`config.mk`:
```
export PLATFORM = sky130hd
export DESIGN_NAME = signed_int_to_decimal_ascii_unit
export DESIGN_NICKNAME = d
export VERILOG_FILES = /design/src/sv/sidi_pkg.sv /design/src/sv/sidi_bcd_cell.sv /design/src/sv/signed_int_to_decimal_ascii_unit.sv
export SDC_FILE = /design/constraint.sdc
export NUM_CORES = 1
export LEC_CHECK = 0
export BUFFER_PORTS_ARGS = -buffer_cell sky130_fd_sc_hd__buf_4
export CORE_MARGIN = 4
export CORE_UTILIZATION = 30
export DETAILED_ROUTE_END_ITERATION = 8
export SYNTH_ARGS = -nofsm -noshare
export SYNTH_HDL_FRONTEND = slang
export SYNTH_HIERARCHICAL = 1
export SYNTH_SLANG_ARGS = --single-unit
```
`constraint.sdc`:
```
create_clock -name i_clk -period 7.4 [get_ports i_clk]
set_input_delay 0.37 -clock i_clk [delete_from_list [all_inputs] [get_ports i_clk]]
set_output_delay 0.37 -clock i_clk [all_outputs]
set_load 0.05 [all_outputs]
```
`src/sv/sidi_pkg.sv`:
```
// ---------------------------------------------------------------------------
// sidi_pkg: shared types and constants for the decimal text converter
// Word layouts of both channels, BCD chain sizes and character codes.
// ---------------------------------------------------------------------------
package sidi_pkg;

    localparam int VALUE_W    = 32;   // input value width
    localparam int LEN_W      = 4;    // buffer length width
    localparam int CHAR_W     = 8;    // output character width
    localparam int DIGIT_W    = 4;    // one BCD digit
    localparam int NUM_DIGITS = 10;   // enough for 2^32 - 1
    localparam int MAX_CHARS  = 11;   // ten digits and a sign

    localparam logic [CHAR_W-1:0] CHAR_ZERO  = 8'h30;  // '0'
    localparam logic [CHAR_W-1:0] CHAR_MINUS = 8'h2D;  // '-'
    localparam logic [CHAR_W-1:0] CHAR_TERM  = 8'h00;  // terminator

    // input word
    typedef struct packed {
        logic signed [VALUE_W-1:0] value;
        logic [LEN_W-1:0]          buf_len;
    } t_in_word;

    // output word
    typedef struct packed {
        logic [CHAR_W-1:0] character;
        logic              last;
    } t_out_word;

endpackage

```
`src/sv/sidi_bcd_cell.sv`:
```
// ---------------------------------------------------------------------------
// sidi_bcd_cell: one decimal digit of the shift-and-add-3 chain
// Holds a BCD digit; each shift cycle corrects it (add 3 when >= 5), shifts
// in the bit from the lower neighbor and hands its top bit to the next cell.
// ---------------------------------------------------------------------------
module sidi_bcd_cell (
    input  logic                         i_clk,
    input  logic                         i_clear,
    input  logic                         i_shift,
    input  logic                         i_carry,
    output logic                         o_carry,
    output logic [sidi_pkg::DIGIT_W-1:0] o_digit
);

    logic [sidi_pkg::DIGIT_W-1:0] r_digit;
    logic [sidi_pkg::DIGIT_W-1:0] n_digit;
    logic [sidi_pkg::DIGIT_W-1:0] w_adj;

    // add-3 correction before the shift
    assign w_adj   = (r_digit >= 4'd5) ? r_digit + 4'd3 : r_digit;
    assign o_carry = w_adj[sidi_pkg::DIGIT_W-1];
    assign o_digit = r_digit;

    // next digit
    always_comb begin
        n_digit = r_digit;
        if (i_clear) begin
            n_digit = '0;
        end else if (i_shift) begin
            n_digit = {w_adj[sidi_pkg::DIGIT_W-2:0], i_carry};
        end
    end

    always_ff @(posedge i_clk) begin
        r_digit <= n_digit;
    end

endmodule

```
`src/sv/signed_int_to_decimal_ascii_unit.sv`:
```
// ---------------------------------------------------------------------------
// signed_int_to_decimal_ascii_unit: signed 32-bit value to decimal ASCII
// Converts the magnitude through a row of BCD cells, then emits the sign
// and the digits (most significant first; the text is clipped to buf_len - 1
// characters) and a zero terminator marked last.
//
//   channel | ports                       | handshake
//   --------+-----------------------------+----------------------------------
//   input   | i_data (value, buf_len)     | start & !busy accepts a word
//   output  | o_data (character, last)    | o_strobe, one cycle, no stall
//
// Steps: an accept, the shift of every magnitude bit through the BCD cell
// row (one input bit per cycle), sizing of the text, then the emitted
// characters, min(buf_len - 1, text length) of them, and the terminator.
// A zero buf_len word is taken and emits nothing.
// Reset (synchronous, active low) returns the unit to idle.
// The receiver cannot stall; busy stays high until the terminator is out.
// ---------------------------------------------------------------------------
module signed_int_to_decimal_ascii_unit (
    input  logic                 i_clk,
    input  logic                 i_rst_n,
    input  logic                 start,
    input  sidi_pkg::t_in_word   i_data,
    output logic                 busy,
    output logic                 o_strobe,
    output sidi_pkg::t_out_word  o_data
);

    localparam logic [1:0] ST_IDLE = 2'd0;
    localparam logic [1:0] ST_CONV = 2'd1;
    localparam logic [1:0] ST_SIZE = 2'd2;
    localparam logic [1:0] ST_EMIT = 2'd3;

    localparam int CNT_W = $clog2(sidi_pkg::VALUE_W);

    logic [1:0]                        r_state, n_state;
    logic [sidi_pkg::VALUE_W-1:0]      r_mag, n_mag;
    logic                              r_neg, n_neg;
    logic [sidi_pkg::LEN_W-1:0]        r_lenm1, n_lenm1;
    logic [CNT_W-1:0]                  r_cnt, n_cnt;
    logic [3:0]                        r_limit, n_limit;
    logic [3:0]                        r_k, n_k;
    logic                              r_strobe, n_strobe;
    sidi_pkg::t_out_word               r_out, n_out;

    logic                              w_accept;
    logic                              w_clear;
    logic                              w_shift;
    logic [sidi_pkg::NUM_DIGITS:0]     w_carry;
    logic [sidi_pkg::DIGIT_W-1:0]      w_digit [sidi_pkg::NUM_DIGITS];
    logic [3:0]                        w_ndig;
    logic [3:0]                        w_textlen;
    logic [4:0]                        w_pos;
    logic [sidi_pkg::DIGIT_W-1:0]      w_sel;

    assign w_accept = start && !busy;
    assign w_clear  = w_accept;
    assign w_shift  = (r_state == ST_CONV);
    assign busy     = (r_state != ST_IDLE);
    assign o_strobe = r_strobe;
    assign o_data   = r_out;

    // BCD cell row, fed from the top of the magnitude shifter
    assign w_carry[0] = r_mag[sidi_pkg::VALUE_W-1];
    for (genvar g = 0; g < sidi_pkg::NUM_DIGITS; g++) begin : g_cell
        sidi_bcd_cell u_cell (
            .i_clk   (i_clk),
            .i_clear (w_clear),
            .i_shift (w_shift),
            .i_carry (w_carry[g]),
            .o_carry (w_carry[g+1]),
            .o_digit (w_digit[g])
        );
    end

    // number of significant digits, at least one
    always_comb begin
        w_ndig = 4'd1;
        for (int i = 1; i < sidi_pkg::NUM_DIGITS; i++) begin
            if (w_digit[i] != '0) begin
                w_ndig = 4'(i + 1);
            end
        end
    end
    assign w_textlen = w_ndig + {3'd0, r_neg};

    // digit position of the character at index r_k
    assign w_pos = {1'b0, w_ndig} + {4'd0, r_neg} - 5'd1 - {1'b0, r_k};
    always_comb begin
        w_sel = '0;
        if (w_pos < 5'(sidi_pkg::NUM_DIGITS)) begin
            w_sel = w_digit[w_pos[3:0]];
        end
    end

    // control and output word
    always_comb begin
        n_state  = r_state;
        n_mag    = r_mag;
        n_neg    = r_neg;
        n_lenm1  = r_lenm1;
        n_cnt    = r_cnt;
        n_limit  = r_limit;
        n_k      = r_k;
        n_strobe = 1'b0;
        n_out    = r_out;
        case (r_state)
            ST_IDLE: begin
                if (w_accept && (i_data.buf_len != '0)) begin
                    n_neg   = i_data.value[sidi_pkg::VALUE_W-1];
                    n_mag   = n_neg ? (~i_data.value + 32'd1) : i_data.value;
                    n_lenm1 = i_data.buf_len - 4'd1;
                    n_cnt   = '0;
                    n_state = ST_CONV;
                end
            end
            ST_CONV: begin
                n_mag = {r_mag[sidi_pkg::VALUE_W-2:0], 1'b0};
                n_cnt = r_cnt + CNT_W'(1);
                if (r_cnt == CNT_W'(sidi_pkg::VALUE_W - 1)) begin
                    n_state = ST_SIZE;
                end
            end
            ST_SIZE: begin
                n_limit = (r_lenm1 < w_textlen) ? r_lenm1 : w_textlen;
                n_k     = '0;
                n_state = ST_EMIT;
            end
            ST_EMIT: begin
                n_strobe = 1'b1;
                if (r_k == r_limit) begin
                    n_out.character = sidi_pkg::CHAR_TERM;
                    n_out.last      = 1'b1;
                    n_state         = ST_IDLE;
                end else begin
                    n_out.last = 1'b0;
                    if (r_neg && (r_k == 4'd0)) begin
                        n_out.character = sidi_pkg::CHAR_MINUS;
                    end else begin
                        n_out.character = sidi_pkg::CHAR_ZERO + {4'd0, w_sel};
                    end
                    n_k = r_k + 4'd1;
                end
            end
            default: begin
                n_state = ST_IDLE;
            end
        endcase
    end

    // control registers
    always_ff @(posedge i_clk) begin
        if (!i_rst_n) begin
            r_state  <= ST_IDLE;
            r_strobe <= 1'b0;
        end else begin
            r_state  <= n_state;
            r_strobe <= n_strobe;
        end
    end

    // payload registers
    always_ff @(posedge i_clk) begin
        r_mag   <= n_mag;
        r_neg   <= n_neg;
        r_lenm1 <= n_lenm1;
        r_cnt   <= n_cnt;
        r_limit <= n_limit;
        r_k     <= n_k;
        r_out   <= n_out;
    end

`ifndef SYNTHESIS
    // terminator ends the run: no word follows it directly
    a_last_ends_run: assert property (@(posedge i_clk) disable iff (!i_rst_n)
        (o_strobe && o_data.last) |=> !o_strobe)
        else $error("word strobed right after terminator");

    // a nonempty request starts a conversion
    a_start_busy: assert property (@(posedge i_clk) disable iff (!i_rst_n)
        (start && !busy && (i_data.buf_len != '0)) |=> (busy && r_state == ST_CONV))
        else $error("accepted request did not start conversion");

    // nothing is emitted while the cell row is shifting
    a_quiet_conv: assert property (@(posedge i_clk) disable iff (!i_rst_n)
        (r_state == ST_CONV) |-> !o_strobe)
        else $error("strobe during conversion");

    // emit index never passes the limit
    a_k_bound: assert property (@(posedge i_clk) disable iff (!i_rst_n)
        (r_state == ST_EMIT) |-> (r_k <= r_limit))
        else $error("character index beyond limit");
`endif

endmodule
```
# --- Word level (Yosys, flattened, before mapping) ---
# Index checks and enable logic that the tools add are counted.
classes:
  n_mul: 0
  n_mux: 38
  div: 0
  shift: 0
  n_eq_ne: 9
  n_lt_le_gt_ge: 13
  n_bitwise: 2
  n_reduce_logical: 24
  addsub: 19
ops:
  columns: ["cell", "count"]
  rows:
  - ["4-bit 2-to-1 mux", 22]
  - ["32-bit 2-to-1 mux", 2]
  - ["32-bit case mux with 2 select lines", 1]
  - ["4-bit by 3-bit greater-or-equal comparator with 1-bit output, second input constant", 10]
  - ["4-bit nonzero test", 10]
  - ["4-bit by 2-bit adder with 4-bit output, second input constant", 9]
  - ["32-bit by 1-bit adder with 32-bit output, second input constant", 1]
  - ["32-bit inverter", 1]
  - ["4-bit binary-select mux with 4-bit select", 1]
  - ["5-bit case mux with 2 select lines", 1]
  - ["2-bit 2-to-1 mux", 4]
  - ["2-bit inequality test, second input constant", 4]
  - ["2-bit case mux with 4 select lines", 1]
  - ["4-bit case mux with 2 select lines", 1]
  - ["6-bit by 4-bit adder with 7-bit output, first input constant", 1]
  - ["6-bit 2-to-1 mux", 1]
  - ["2-bit AND reduction", 3]
  - ["2-bit nonzero test", 3]
  - ["4-bit by 1-bit adder with 5-bit output", 1]
  - ["5-bit by 1-bit adder with 5-bit output, second input constant", 1]
  - ["5-bit == test, second input constant", 1]
  - ["5-bit greater-or-equal comparator, second input constant", 1]
  - ["5-bit by 4-bit less-than comparator with 1-bit output, second input constant", 1]
  - ["5-bit 2-to-1 mux", 1]
  - ["other kinds (19)", 23]
word_totals:
  mem_count: 0
  word_cells: 126
  latch_bits: 0
  ff_bits: 101
  input_bits: 39
  mem_bits_ro: 0
  ram_bits: 0

# --- Longest topological paths before layout ---
# Gate-level depths: netlist of the first run.
logic_depth:
  ltp_word: 20
  depth_mapped: 13
  ltp_nobuf: 13

# --- Cells and area by module ---
# Netlist of the first run, hierarchy kept.
modules_own_cells:
  columns: ["module", "area_each_um2", "n_inst", "cells_per_inst"]
  rows:
  - ["signed_int_to_decimal_ascii_unit", 4132.7, 1, 379]
  - ["sidi_bcd_cell", 260.2, 10, 31]

# --- Worst setup path after synthesis of the first run ---
# OpenSTA, ideal clock, no wires.
synth_path:
  path_type: "register to register"
  from: "reg g_cell[1].u_cell.r_digit (netlist bit g_cell[1].u_cell/o_digit[0])"
  to: "reg r_out (netlist bit o_data[2]), data pin"
  path_slack_ns: 3.743
  period_less_slack_ns: 3.657
  required_time_ns: 7.126
  path_stages_with_launch: 13
  path_buffers: 1
  setup_time_ns: 0.274
  arrival_ns: 3.383
  path_cell_list: "dfxtp_1 -> or4_1 -> a21oi_1 -> o21ai_0 -> nand3_1 -> o211ai_1 -> fa_1 -> fa_1 -> buf_2 -> mux4_2 -> mux2_2 -> a32oi_1 -> nor3_1"
synth_between:
  elab_chain_len: 19
  elab_cells_between_ends: 20
  cone_classes: "4 x add/sub; 1 x order compare; 13 x mux; 1 x bitwise; 1 x reduce/logical"
synth_lines:
  columns: ["item", "line_no", "text"]
  rows:
  - ["start, declared", "sidi_bcd_cell.sv:15", "logic [sidi_pkg::DIGIT_W-1:0] r_digit;"]
  - ["start signal, assigned", "sidi_bcd_cell.sv:35", "r_digit <= n_digit;"]
  - ["4-bit nonzero test", "signed_int_to_decimal_ascii_unit.sv:80", "if (w_digit[i] != '0) begin"]
  - ["2-bit 2-to-1 mux", "signed_int_to_decimal_ascii_unit.sv:80", null]
  - ["4-bit 2-to-1 mux (8 in series)", "signed_int_to_decimal_ascii_unit.sv:80", null]
  - ["4-bit by 1-bit adder with 5-bit output", "signed_int_to_decimal_ascii_unit.sv:88", "assign w_pos = {1'b0, w_ndig} + {4'd0, r_neg} - 5'd1 - {1'b0, r_k};"]
  - ["5-bit by 1-bit subtractor with 5-bit output", "signed_int_to_decimal_ascii_unit.sv:88", null]
  - ["5-bit by 4-bit subtractor with 5-bit output", "signed_int_to_decimal_ascii_unit.sv:88", null]
  - ["4-bit inverter with 5-bit output (implied by the code)", "signed_int_to_decimal_ascii_unit.sv:92", "w_sel = w_digit[w_pos[3:0]];"]
  - ["4-bit binary-select mux with 4-bit select", "signed_int_to_decimal_ascii_unit.sv:92", null]
  - ["4-bit 2-to-1 mux (implied by the code) (2 in series)", "signed_int_to_decimal_ascii_unit.sv:92", null]
  - ["4-bit 2-to-1 mux (*)", "signed_int_to_decimal_ascii_unit.sv:91", "if (w_pos < 5'(sidi_pkg::NUM_DIGITS)) begin"]
  - ["6-bit by 4-bit adder with 7-bit output (*)", "signed_int_to_decimal_ascii_unit.sv:140", "n_out.character = sidi_pkg::CHAR_ZERO + {4'd0, w_sel};"]
  - ["end signal, assigned", "signed_int_to_decimal_ascii_unit.sv:170", "r_out <= n_out;"]
  - ["end, declared", "signed_int_to_decimal_ascii_unit.sv:44", "sidi_pkg::t_out_word r_out, n_out;"]
# Mark *: on every way between the ends. The rest lies on a longest branch, timed or not. The select of a mux whose other input is x is not followed.
# A chain may end at the register's enable or synchronous reset.

# --- Worst setup path in the final report of the first run ---
layout_path:
  from: "reg g_cell[3].u_cell.r_digit (netlist bit g_cell[3].u_cell/o_digit[0])"
  to: "reg r_out (netlist bit o_data[2]), data pin"
layout_between:
  elab_chain_len: 17
  elab_cells_between_ends: 18
  cone_classes: "4 x add/sub; 1 x order compare; 11 x mux; 1 x bitwise; 1 x reduce/logical"
layout_lines:
  columns: ["item", "line_no"]
  rows:
  - ["start, declared", "sidi_bcd_cell.sv:15"]
  - ["start signal, assigned", "sidi_bcd_cell.sv:35"]
  - ["4-bit nonzero test", "signed_int_to_decimal_ascii_unit.sv:80"]
  - ["4-bit 2-to-1 mux (7 in series)", "signed_int_to_decimal_ascii_unit.sv:80"]
  - ["4-bit by 1-bit adder with 5-bit output", "signed_int_to_decimal_ascii_unit.sv:88"]
  - ["5-bit by 1-bit subtractor with 5-bit output", "signed_int_to_decimal_ascii_unit.sv:88"]
  - ["5-bit by 4-bit subtractor with 5-bit output", "signed_int_to_decimal_ascii_unit.sv:88"]
  - ["4-bit inverter with 5-bit output (implied by the code)", "signed_int_to_decimal_ascii_unit.sv:92"]
  - ["4-bit binary-select mux with 4-bit select", "signed_int_to_decimal_ascii_unit.sv:92"]
  - ["4-bit 2-to-1 mux (implied by the code) (2 in series)", "signed_int_to_decimal_ascii_unit.sv:92"]
  - ["4-bit 2-to-1 mux (*)", "signed_int_to_decimal_ascii_unit.sv:91"]
  - ["6-bit by 4-bit adder with 7-bit output (*)", "signed_int_to_decimal_ascii_unit.sv:140"]
# Marked as above.

==> results.cfg, run 1 <==
[global_routing]
grt_max_degree = 94
grt_pass1_vias = 4944
grt_usage_pct = 11.8
grt_pass1_wl_um = 24300
antenna_found_initial = 0
grt_overflow = 0

[floorplanning]
start_util_pct = 30.7
io_pins = 50
fp.dieW_um = 158
dieArea_sq_um = 24800
coreArea_sq_um = 21900
row_count = 54
die_y_um = 158

[sta]
drv_slew = 0
setup_tns_ps = 0
period_minus_slack_ps = 4150
clock_skew_ps = 6.98
slew_headroom_pct = 43.4
finalCritPeriodShare_pct = 56.1
hold_ws_ps = 242
finalHoldViolCount = 0
rsz0062_at_grt = no
fmax_mhz = 241
worst_pin_slew_ps = 850
report.final.setup_viol = 0

[clock_tree]
cts_setup_buffers = 0
cts_buffers = 9
cts_hold_buf = 0
cts_sinks = 100
clk_path_buf_depth = 2
clk_pin_slew_ps = 70
cts_tree = yes
root_buffer = clkbuf_16
htree_levels = 3
clk_latency_ps = 350
cts_resized = 0

[setup_path]
rr_endpoint = o_data[2]
critical_path.top_delay_family = adder cells
worst_setup_path_end_kind = flop
crit_required_ps = 7470
reg2regPathDepth = 11
start_kind = flop
path_buf_inv = 0
criticalPathCategory = reg -> reg
timing.rr.start = g_cell[3].u_cell/o_digit[0]
crit_top_cell = fa_1
slowest_delay_ps = 860
cp_cell_sequence = or4_1 -> a21oi_1 -> o21ai_0 -> nand3_1 -> o211ai_1 -> fa_1 -> fa_1 -> mux4_2 -> mux2_2 -> a32oi_1 -> nor3_1
slowest_stage = fa_1
crit_fanout = 9
rrSetupSlack_ps = 3250
arrival_ps = 4230

[route]
firstDrtPassIters = 4
via_count = 5118
drc = 0
viasPerCell = 5.07
drt-total-wl_um = 14000
drtIter0Drc = 337
ant_nets = 0
wl_per_cell_um = 13.9

[pwr]
switching_power_w = 0.000740
p_int_w = 0.00139
leakage_nw = 2.69
power_switching_share_pct = 34.7
combPwrFrac_pct = 35.5
power.density_nw_per_um2 = 278
ir_worst_vdd_mv = 0.137
clkPwrFrac_pct = 24.3
seqPwrFrac_pct = 40.2

[run_status]
status = finished clean

[cells_and_area]
final_area_sq_um = 7650
fillerInstances = 2261
syn_to_final_growth_pct = 13.9
layout-drive-gt1-share_pct = 14.8
layout_commonest_cell = nand2_1
fin_nets = 805
antenna_cells = 0
final_cell_mix = nand2_1 (77), o21ai_0 (60), edfxtp_1 (57)

[hold_path]
hp-start = i_rst_n
hp-class = in -> reg
worstHoldPathCells = 2
min_to = o_strobe

[logic_synthesis]
synth_cells = 685
syn_avg_cell_area_sq_um = 9.80
yosysWarnings = 6
netlist_area_sq_um = 6720

[placed_design]
placedInstanceArea_sq_um = 7330
dp.final_hpwl_um = 10100
io_buffers = 47
place_congestion = 0.866

[job]
drv_cap = 0
-- state kept, by name (all words and copies together) (netlist names) --
name                   count
g_cell.u_cell/o_digit     40
r_neg                      1
r_cnt                      5
o_data                     7
r_limit                    4
r_state                    2
r_k                        4
r_mag                     32
o_strobe                   1
r_lenm1                    4
-- stage by stage --
stage	worst slack, ps	power (W)	cells	util (%)
2_1_floorplan	3740	0.00146	686	-
3_3_place_gp	3290	0.00163	993	33.5
3_5_place_dp	3230	0.00163	993	33.5
4_1_cts	3230	0.00217	1009	35.0
5_1_grt	2990	0.00229	1009	35.0
6_report	3250	0.00213	1009	35.0
-- power groups by stage --
stage	Combinational (W)	Clock, W	Sequential, W
after floorplan	0.000603	0	0.000861
after global placement	0.000759	0	0.000866
after detailed placement	0.000767	0	0.000868
after CTS	0.000771	0.000537	0.000858
after global routing	0.000859	0.000554	0.000874
final	0.000756	0.000518	0.000855
-- per-layer routing --
layer	track usage (%)	part of all wire, %	vias up
met5	0	0	-
met4	2.50	0.99	0
met3	2.65	4.5	11
met2	18.4	44	88
met1	16.7	51	2398
li1	-	-	2621
-- area by class of cell --
cell class	instances	area (sq um)	area share, %
clock buffer	10	239	3.12
clock inverter	6	86.3	1.13
inverter	44	165	2.16
multi-input combinational	519	3860	50.5
sequential	100	2570	33.6
tap	280	350	4.58
timing repair buffer	50	375	4.91
-- how the worst max path moves through the flow --
stage               cells past startpoint  slack, ps                        start   endpoint
floorplan                              12       3740  g_cell[1].u_cell/o_digit[0]  o_data[2]
global placement                       11       3290  g_cell[3].u_cell/o_digit[0]  o_data[2]
detailed placement                     11       3230  g_cell[3].u_cell/o_digit[0]  o_data[2]
CTS                                    11       3230  g_cell[3].u_cell/o_digit[0]  o_data[2]
global route                           11       2990  g_cell[3].u_cell/o_digit[0]  o_data[2]
finish                                 11       3250  g_cell[3].u_cell/o_digit[0]  o_data[2]
(Power assumes the default switching activity.)
==> run 2, diff against run 1 <==
Clock period 7.4 ns to 3.9 ns, I/O delays scaled along.
==> results.cfg, run 2 (same netlist as run 1, synthesis figures left out) <==
[setup_path]
rrSetupSlack_ps = 200
cp_num_cells = 12
start_kind = flop
crit_fanout = 9
crit_required_ps = 3980
crit_start = g_cell[1].u_cell/o_digit[0]
path_buf_inv = 1
critical_path.top_delay_family = adder cells
arrival_ps = 3780
criticalPathCategory = reg -> reg
worst_setup_path_end_kind = flop
rr_endpoint = o_data[2]
slowest_delay_ps = 580
cp-endpoint = o_data[2]
slowest_stage = or4_1
cp_cell_sequence = or4_1 -> a21oi_1 -> o21ai_0 -> nand3_1 -> o211ai_1 -> fa_2 -> fa_1 -> buf_12 -> mux4_2 -> mux2_2 -> a32oi_1 -> nor3_1
reg2regPathDepth = 12
timing.rr.start = g_cell[1].u_cell/o_digit[0]

[floorplanning]
start_util_pct = 30.7
dieArea_sq_um = 24800
die_y_um = 158
row_count = 54
coreArea_sq_um = 21900
fp.dieW_um = 158
io_pins = 50

[cells_and_area]
largest_reg_flops = 40
layout_commonest_cell = nand2_1
syn_to_final_growth_pct = 15.5
fin_cells = 1024
fillerInstances = 2210
antenna_cells = 0
final_cell_mix = nand2_1 (77), buf_4 (64), o21ai_0 (60)
fin_nets = 820
layout-drive-gt1-share_pct = 16.5

[route]
ant_nets = 0
wl_per_cell_um = 14.1
drt-total-wl_um = 14400
via_count = 5209
viasPerCell = 5.09
drc = 0
drtIter0Drc = 285
firstDrtPassIters = 4

[global_routing]
grt_pass1_vias = 4970
grt_overflow = 0
grt_usage_pct = 11.9
grt_pass1_wl_um = 24300
grt_max_degree = 81
antenna_found_initial = 0

[placed_design]
pre_cts_slack_ps = 140
io_buffers = 47
place_congestion = 0.865
dp.final_hpwl_um = 10600
place_inst = 1008

[sta]
period_minus_slack_ps = 3700
worst_pin_slew_ps = 779
setup_ws_ps = 197
rsz0062_at_grt = no
finalHoldViolCount = 0
report.final.setup_viol = 0
drv_slew = 0
clock_skew_ps = 12.9
finalCritPeriodShare_pct = 95.0
fmax_mhz = 270
setup_tns_ps = 0
slew_headroom_pct = 47.6

[job]
drv_cap = 0

[clock_tree]
cts_buffers = 9
cts_tree = yes
cts_hold_buf = 0
clk_latency_ps = 350
root_buffer = clkbuf_16
clk_path_buf_depth = 2
clk_pin_slew_ps = 70
cts_sinks = 100
htree_levels = 3
cts_setup_buffers = 0
cts_resized = 0

[hold_path]
hp-class = in -> reg

[run_status]
status = finished clean

[pwr]
leakage_nw = 2.78
ir_worst_vdd_mv = 0.292
power.density_nw_per_um2 = 518
run 2: cell types whose count changed in the layout (fill, tap and decap cells not counted), sizes merged:
| cell | delta |
|---|---|
| clkinvlp | -2 |
| buf | +15 |
| clkbuf | +2 |
| inv | -1 |
| clkinv | +2 |
| bufinv | -1 |
run 2: per-layer routing:
layer	global-route usage, %	share of wire [%]
met1	16.6	49
met4	2.21	0.69
met2	18.8	45
met5	0	0
met3	3.03	5.2
run 2: final cells by class:
| type | count | area, sq um | share of cell area, % |
|---|---|---|---|
| clock buffers | 12 | 256 | 3.31 |
| well taps | 280 | 350 | 4.52 |
| multi-input cells | 519 | 3860 | 49.8 |
| clock inverters | 4 | 48.8 | 0.629 |
| inverters | 44 | 165 | 2.13 |
| flip-flops and latches | 100 | 2570 | 33.2 |
| repair buffers | 65 | 500 | 6.45 |
run 2: how the worst min path moves through the flow:
| stage | depth (start not counted) | slack [ps] | end | startpoint |
|---|---|---|---|---|
| after floorplan | 0 | 290 | r_neg | i_data[35] |
| after global placement | 2 | 430 | o_strobe | i_rst_n |
| after detailed placement | 2 | 440 | o_strobe | i_rst_n |
| after CTS | 2 | 60 | o_strobe | i_rst_n |
| after global routing | 2 | 60 | r_state[1] | i_rst_n |
| final | 2 | 70 | o_strobe | i_rst_n |
run 2: power breakdown:
| part | leakage [nW] | internal [W] | switching [W] |
|---|---|---|---|
| clock | 0.153 | 0.000532 | 0.000387 |
| combinational | 1.73 | 0.000586 | 0.000881 |
| sequential | 0.890 | 0.00150 | 0.000132 |
run 2: through the flow:
step,hold slack (ps),utilization (%),total power (W),area [sq um]
after CTS,59.1,35.4,0.00407,7760
after global placement,429,34.0,0.00311,7450
after global routing,61.7,35.4,0.00429,7760
after detailed placement,436,34.0,0.00313,7450
final,67.4,35.4,0.00402,7760
after floorplan,294,-,0.00278,6720
==> run 3, diff against run 2 <==
Settings changed: CORE_UTILIZATION 30 to 50, PLACE_DENSITY set to 0.68, SETUP_SLACK_MARGIN set to 0.15, SLEW_MARGIN set to 10.
==> results.cfg, run 3 (same netlist as run 1, synthesis figures left out) <==
[placed_design]
place_congestion = 0.847
io_buffers = 47
dp.final_hpwl_um = 10500

[hold_path]
hp-start = i_rst_n
hp-class = in -> reg

[run_status]
status = finished clean

[setup_path]
crit_top_cell = fa_2
timing.rr.start = g_cell[1].u_cell/o_digit[0]
crit_start = g_cell[1].u_cell/o_digit[0]
crit_fanout = 5
start_kind = flop
arrival_ps = 3730
criticalPathCategory = reg -> reg
slowest_stage = fa_2
slowest_delay_ps = 630
crit_required_ps = 3980
worst_setup_path_end_kind = flop
cp_cell_sequence = or4_4 -> a21oi_2 -> o21ai_1 -> nand3_1 -> o211ai_1 -> fa_2 -> fa_2 -> buf_6 -> mux4_2 -> mux2_2 -> nand2_1 -> a21oi_1

[route]
via_count = 5326
drc = 0
drt-total-wl_um = 14400
drtIter0Drc = 476
wl_per_cell_um = 15.7
firstDrtPassIters = 5
ant_nets = 0
viasPerCell = 5.78

[cells_and_area]
fin_nets = 821
layout_commonest_cell = nand2_1
layout-drive-gt1-share_pct = 17.0
antenna_cells = 0
syn_to_final_growth_pct = 13.5
final_cell_mix = nand2_1 (77), buf_4 (64), o21ai_0 (59)
largest_reg_flops = 40

[floorplanning]
coreArea_sq_um = 13200
io_pins = 50
die_y_um = 124
row_count = 42
fp.dieW_um = 124
dieArea_sq_um = 15300
start_util_pct = 50.9

[sta]
worst_pin_slew_ps = 871
report.final.setup_viol = 0
fmax_mhz = 274
finalCritPeriodShare_pct = 93.6
drv_slew = 0
finalHoldViolCount = 0
period_minus_slack_ps = 3650
clock_skew_ps = 3.59
rsz0062_at_grt = yes
slew_headroom_pct = 41.9
setup_tns_ps = 0

[clock_tree]
cts_sinks = 100
clk_path_buf_depth = 2
root_buffer = clkbuf_16
cts_tree = yes
clk_pin_slew_ps = 60
clk_latency_ps = 350
cts_buffers = 9
htree_levels = 3

[pwr]
ir_worst_vdd_mv = 0.347
leakage_nw = 2.75
power_w = 0.00400
power.density_nw_per_um2 = 524

[global_routing]
grt_pass1_wl_um = 24300
antenna_found_initial = 0
grt_pass1_vias = 5024
grt_max_degree = 86
grt_overflow = 0
grt_usage_pct = 19.8

[job]
drv_cap = 0
[run 3: cell types whose count changed in the layout (fill, tap and decap cells not counted), sizes merged]
| cell | before | now |
|---|---|---|
| buf | 65 | 66 |
| clkbuf | 12 | 10 |
| clkinvlp | 0 | 2 |
[run 3: area by class of cell]
class | instances | area, sq um
Multi-Input combinational cell | 519 | 3880
Sequential cell | 100 | 2570
Clock inverter | 6 | 55.1
Tap cell | 176 | 220
Clock buffer | 10 | 229
Inverter | 44 | 165
Timing Repair Buffer | 66 | 503
Fill cell | 1117 | 5570
[run 3: critical path: cells and delay by family (launching register included)]
family | cells | cell delay (ps)
flip-flops | 1 | 320
AO/OA/AOI/OAI | 4 | 390
buffers and inverters | 1 | 140
multiplexers | 2 | 790
AND/OR/NAND/NOR | 3 | 760
adder cells (fa/ha/maj) | 2 | 1000
[run 3: worst paths after layout]
kind,endpoint,slack [ps],depth (start not counted)
setup / recovery,o_data[3],250,12
hold / removal,o_strobe,80,2
setup reg to reg,o_data[3],250,12
hold reg to reg,g_cell[0].u_cell/o_digit[0],500,2
[run 3: where the power goes]
part / total, W / switching [W] / internal [W]
registers: 0.00163 / 0.000133 / 0.00150
logic: 0.00149 / 0.000899 / 0.000595
clock network: 0.000869 / 0.000378 / 0.000490
total: 0.00400 / 0.00141 / 0.00258
[run 3: repair_timing]
action / CTS / global route
resized for setup: 2 / 7
pin swaps: 1 / 2
hold buffers: 0 / 0
endpoints found under the setup margin: 3 / 4
setup buffers: 1 / 0
[run 3: metal layers]
metal	part of all wire, %	track usage [%]
met3	5.1	4.72
met5	0	0
met2	49	33.5
met4	1.1	4.59
met1	44	25.8
[run 3: stage by stage]
step	instances	util, %	hold WS, ps	area, sq um	worst slack, ps
global placement	904	55.4	427	7310	167
finish	921	57.8	75.9	7620	249
floorplan	686	-	294	6720	243
global route	921	57.8	72.6	7620	94.5
detailed placement	904	55.4	430	7310	76.6
CTS	921	57.7	68.1	7600	146
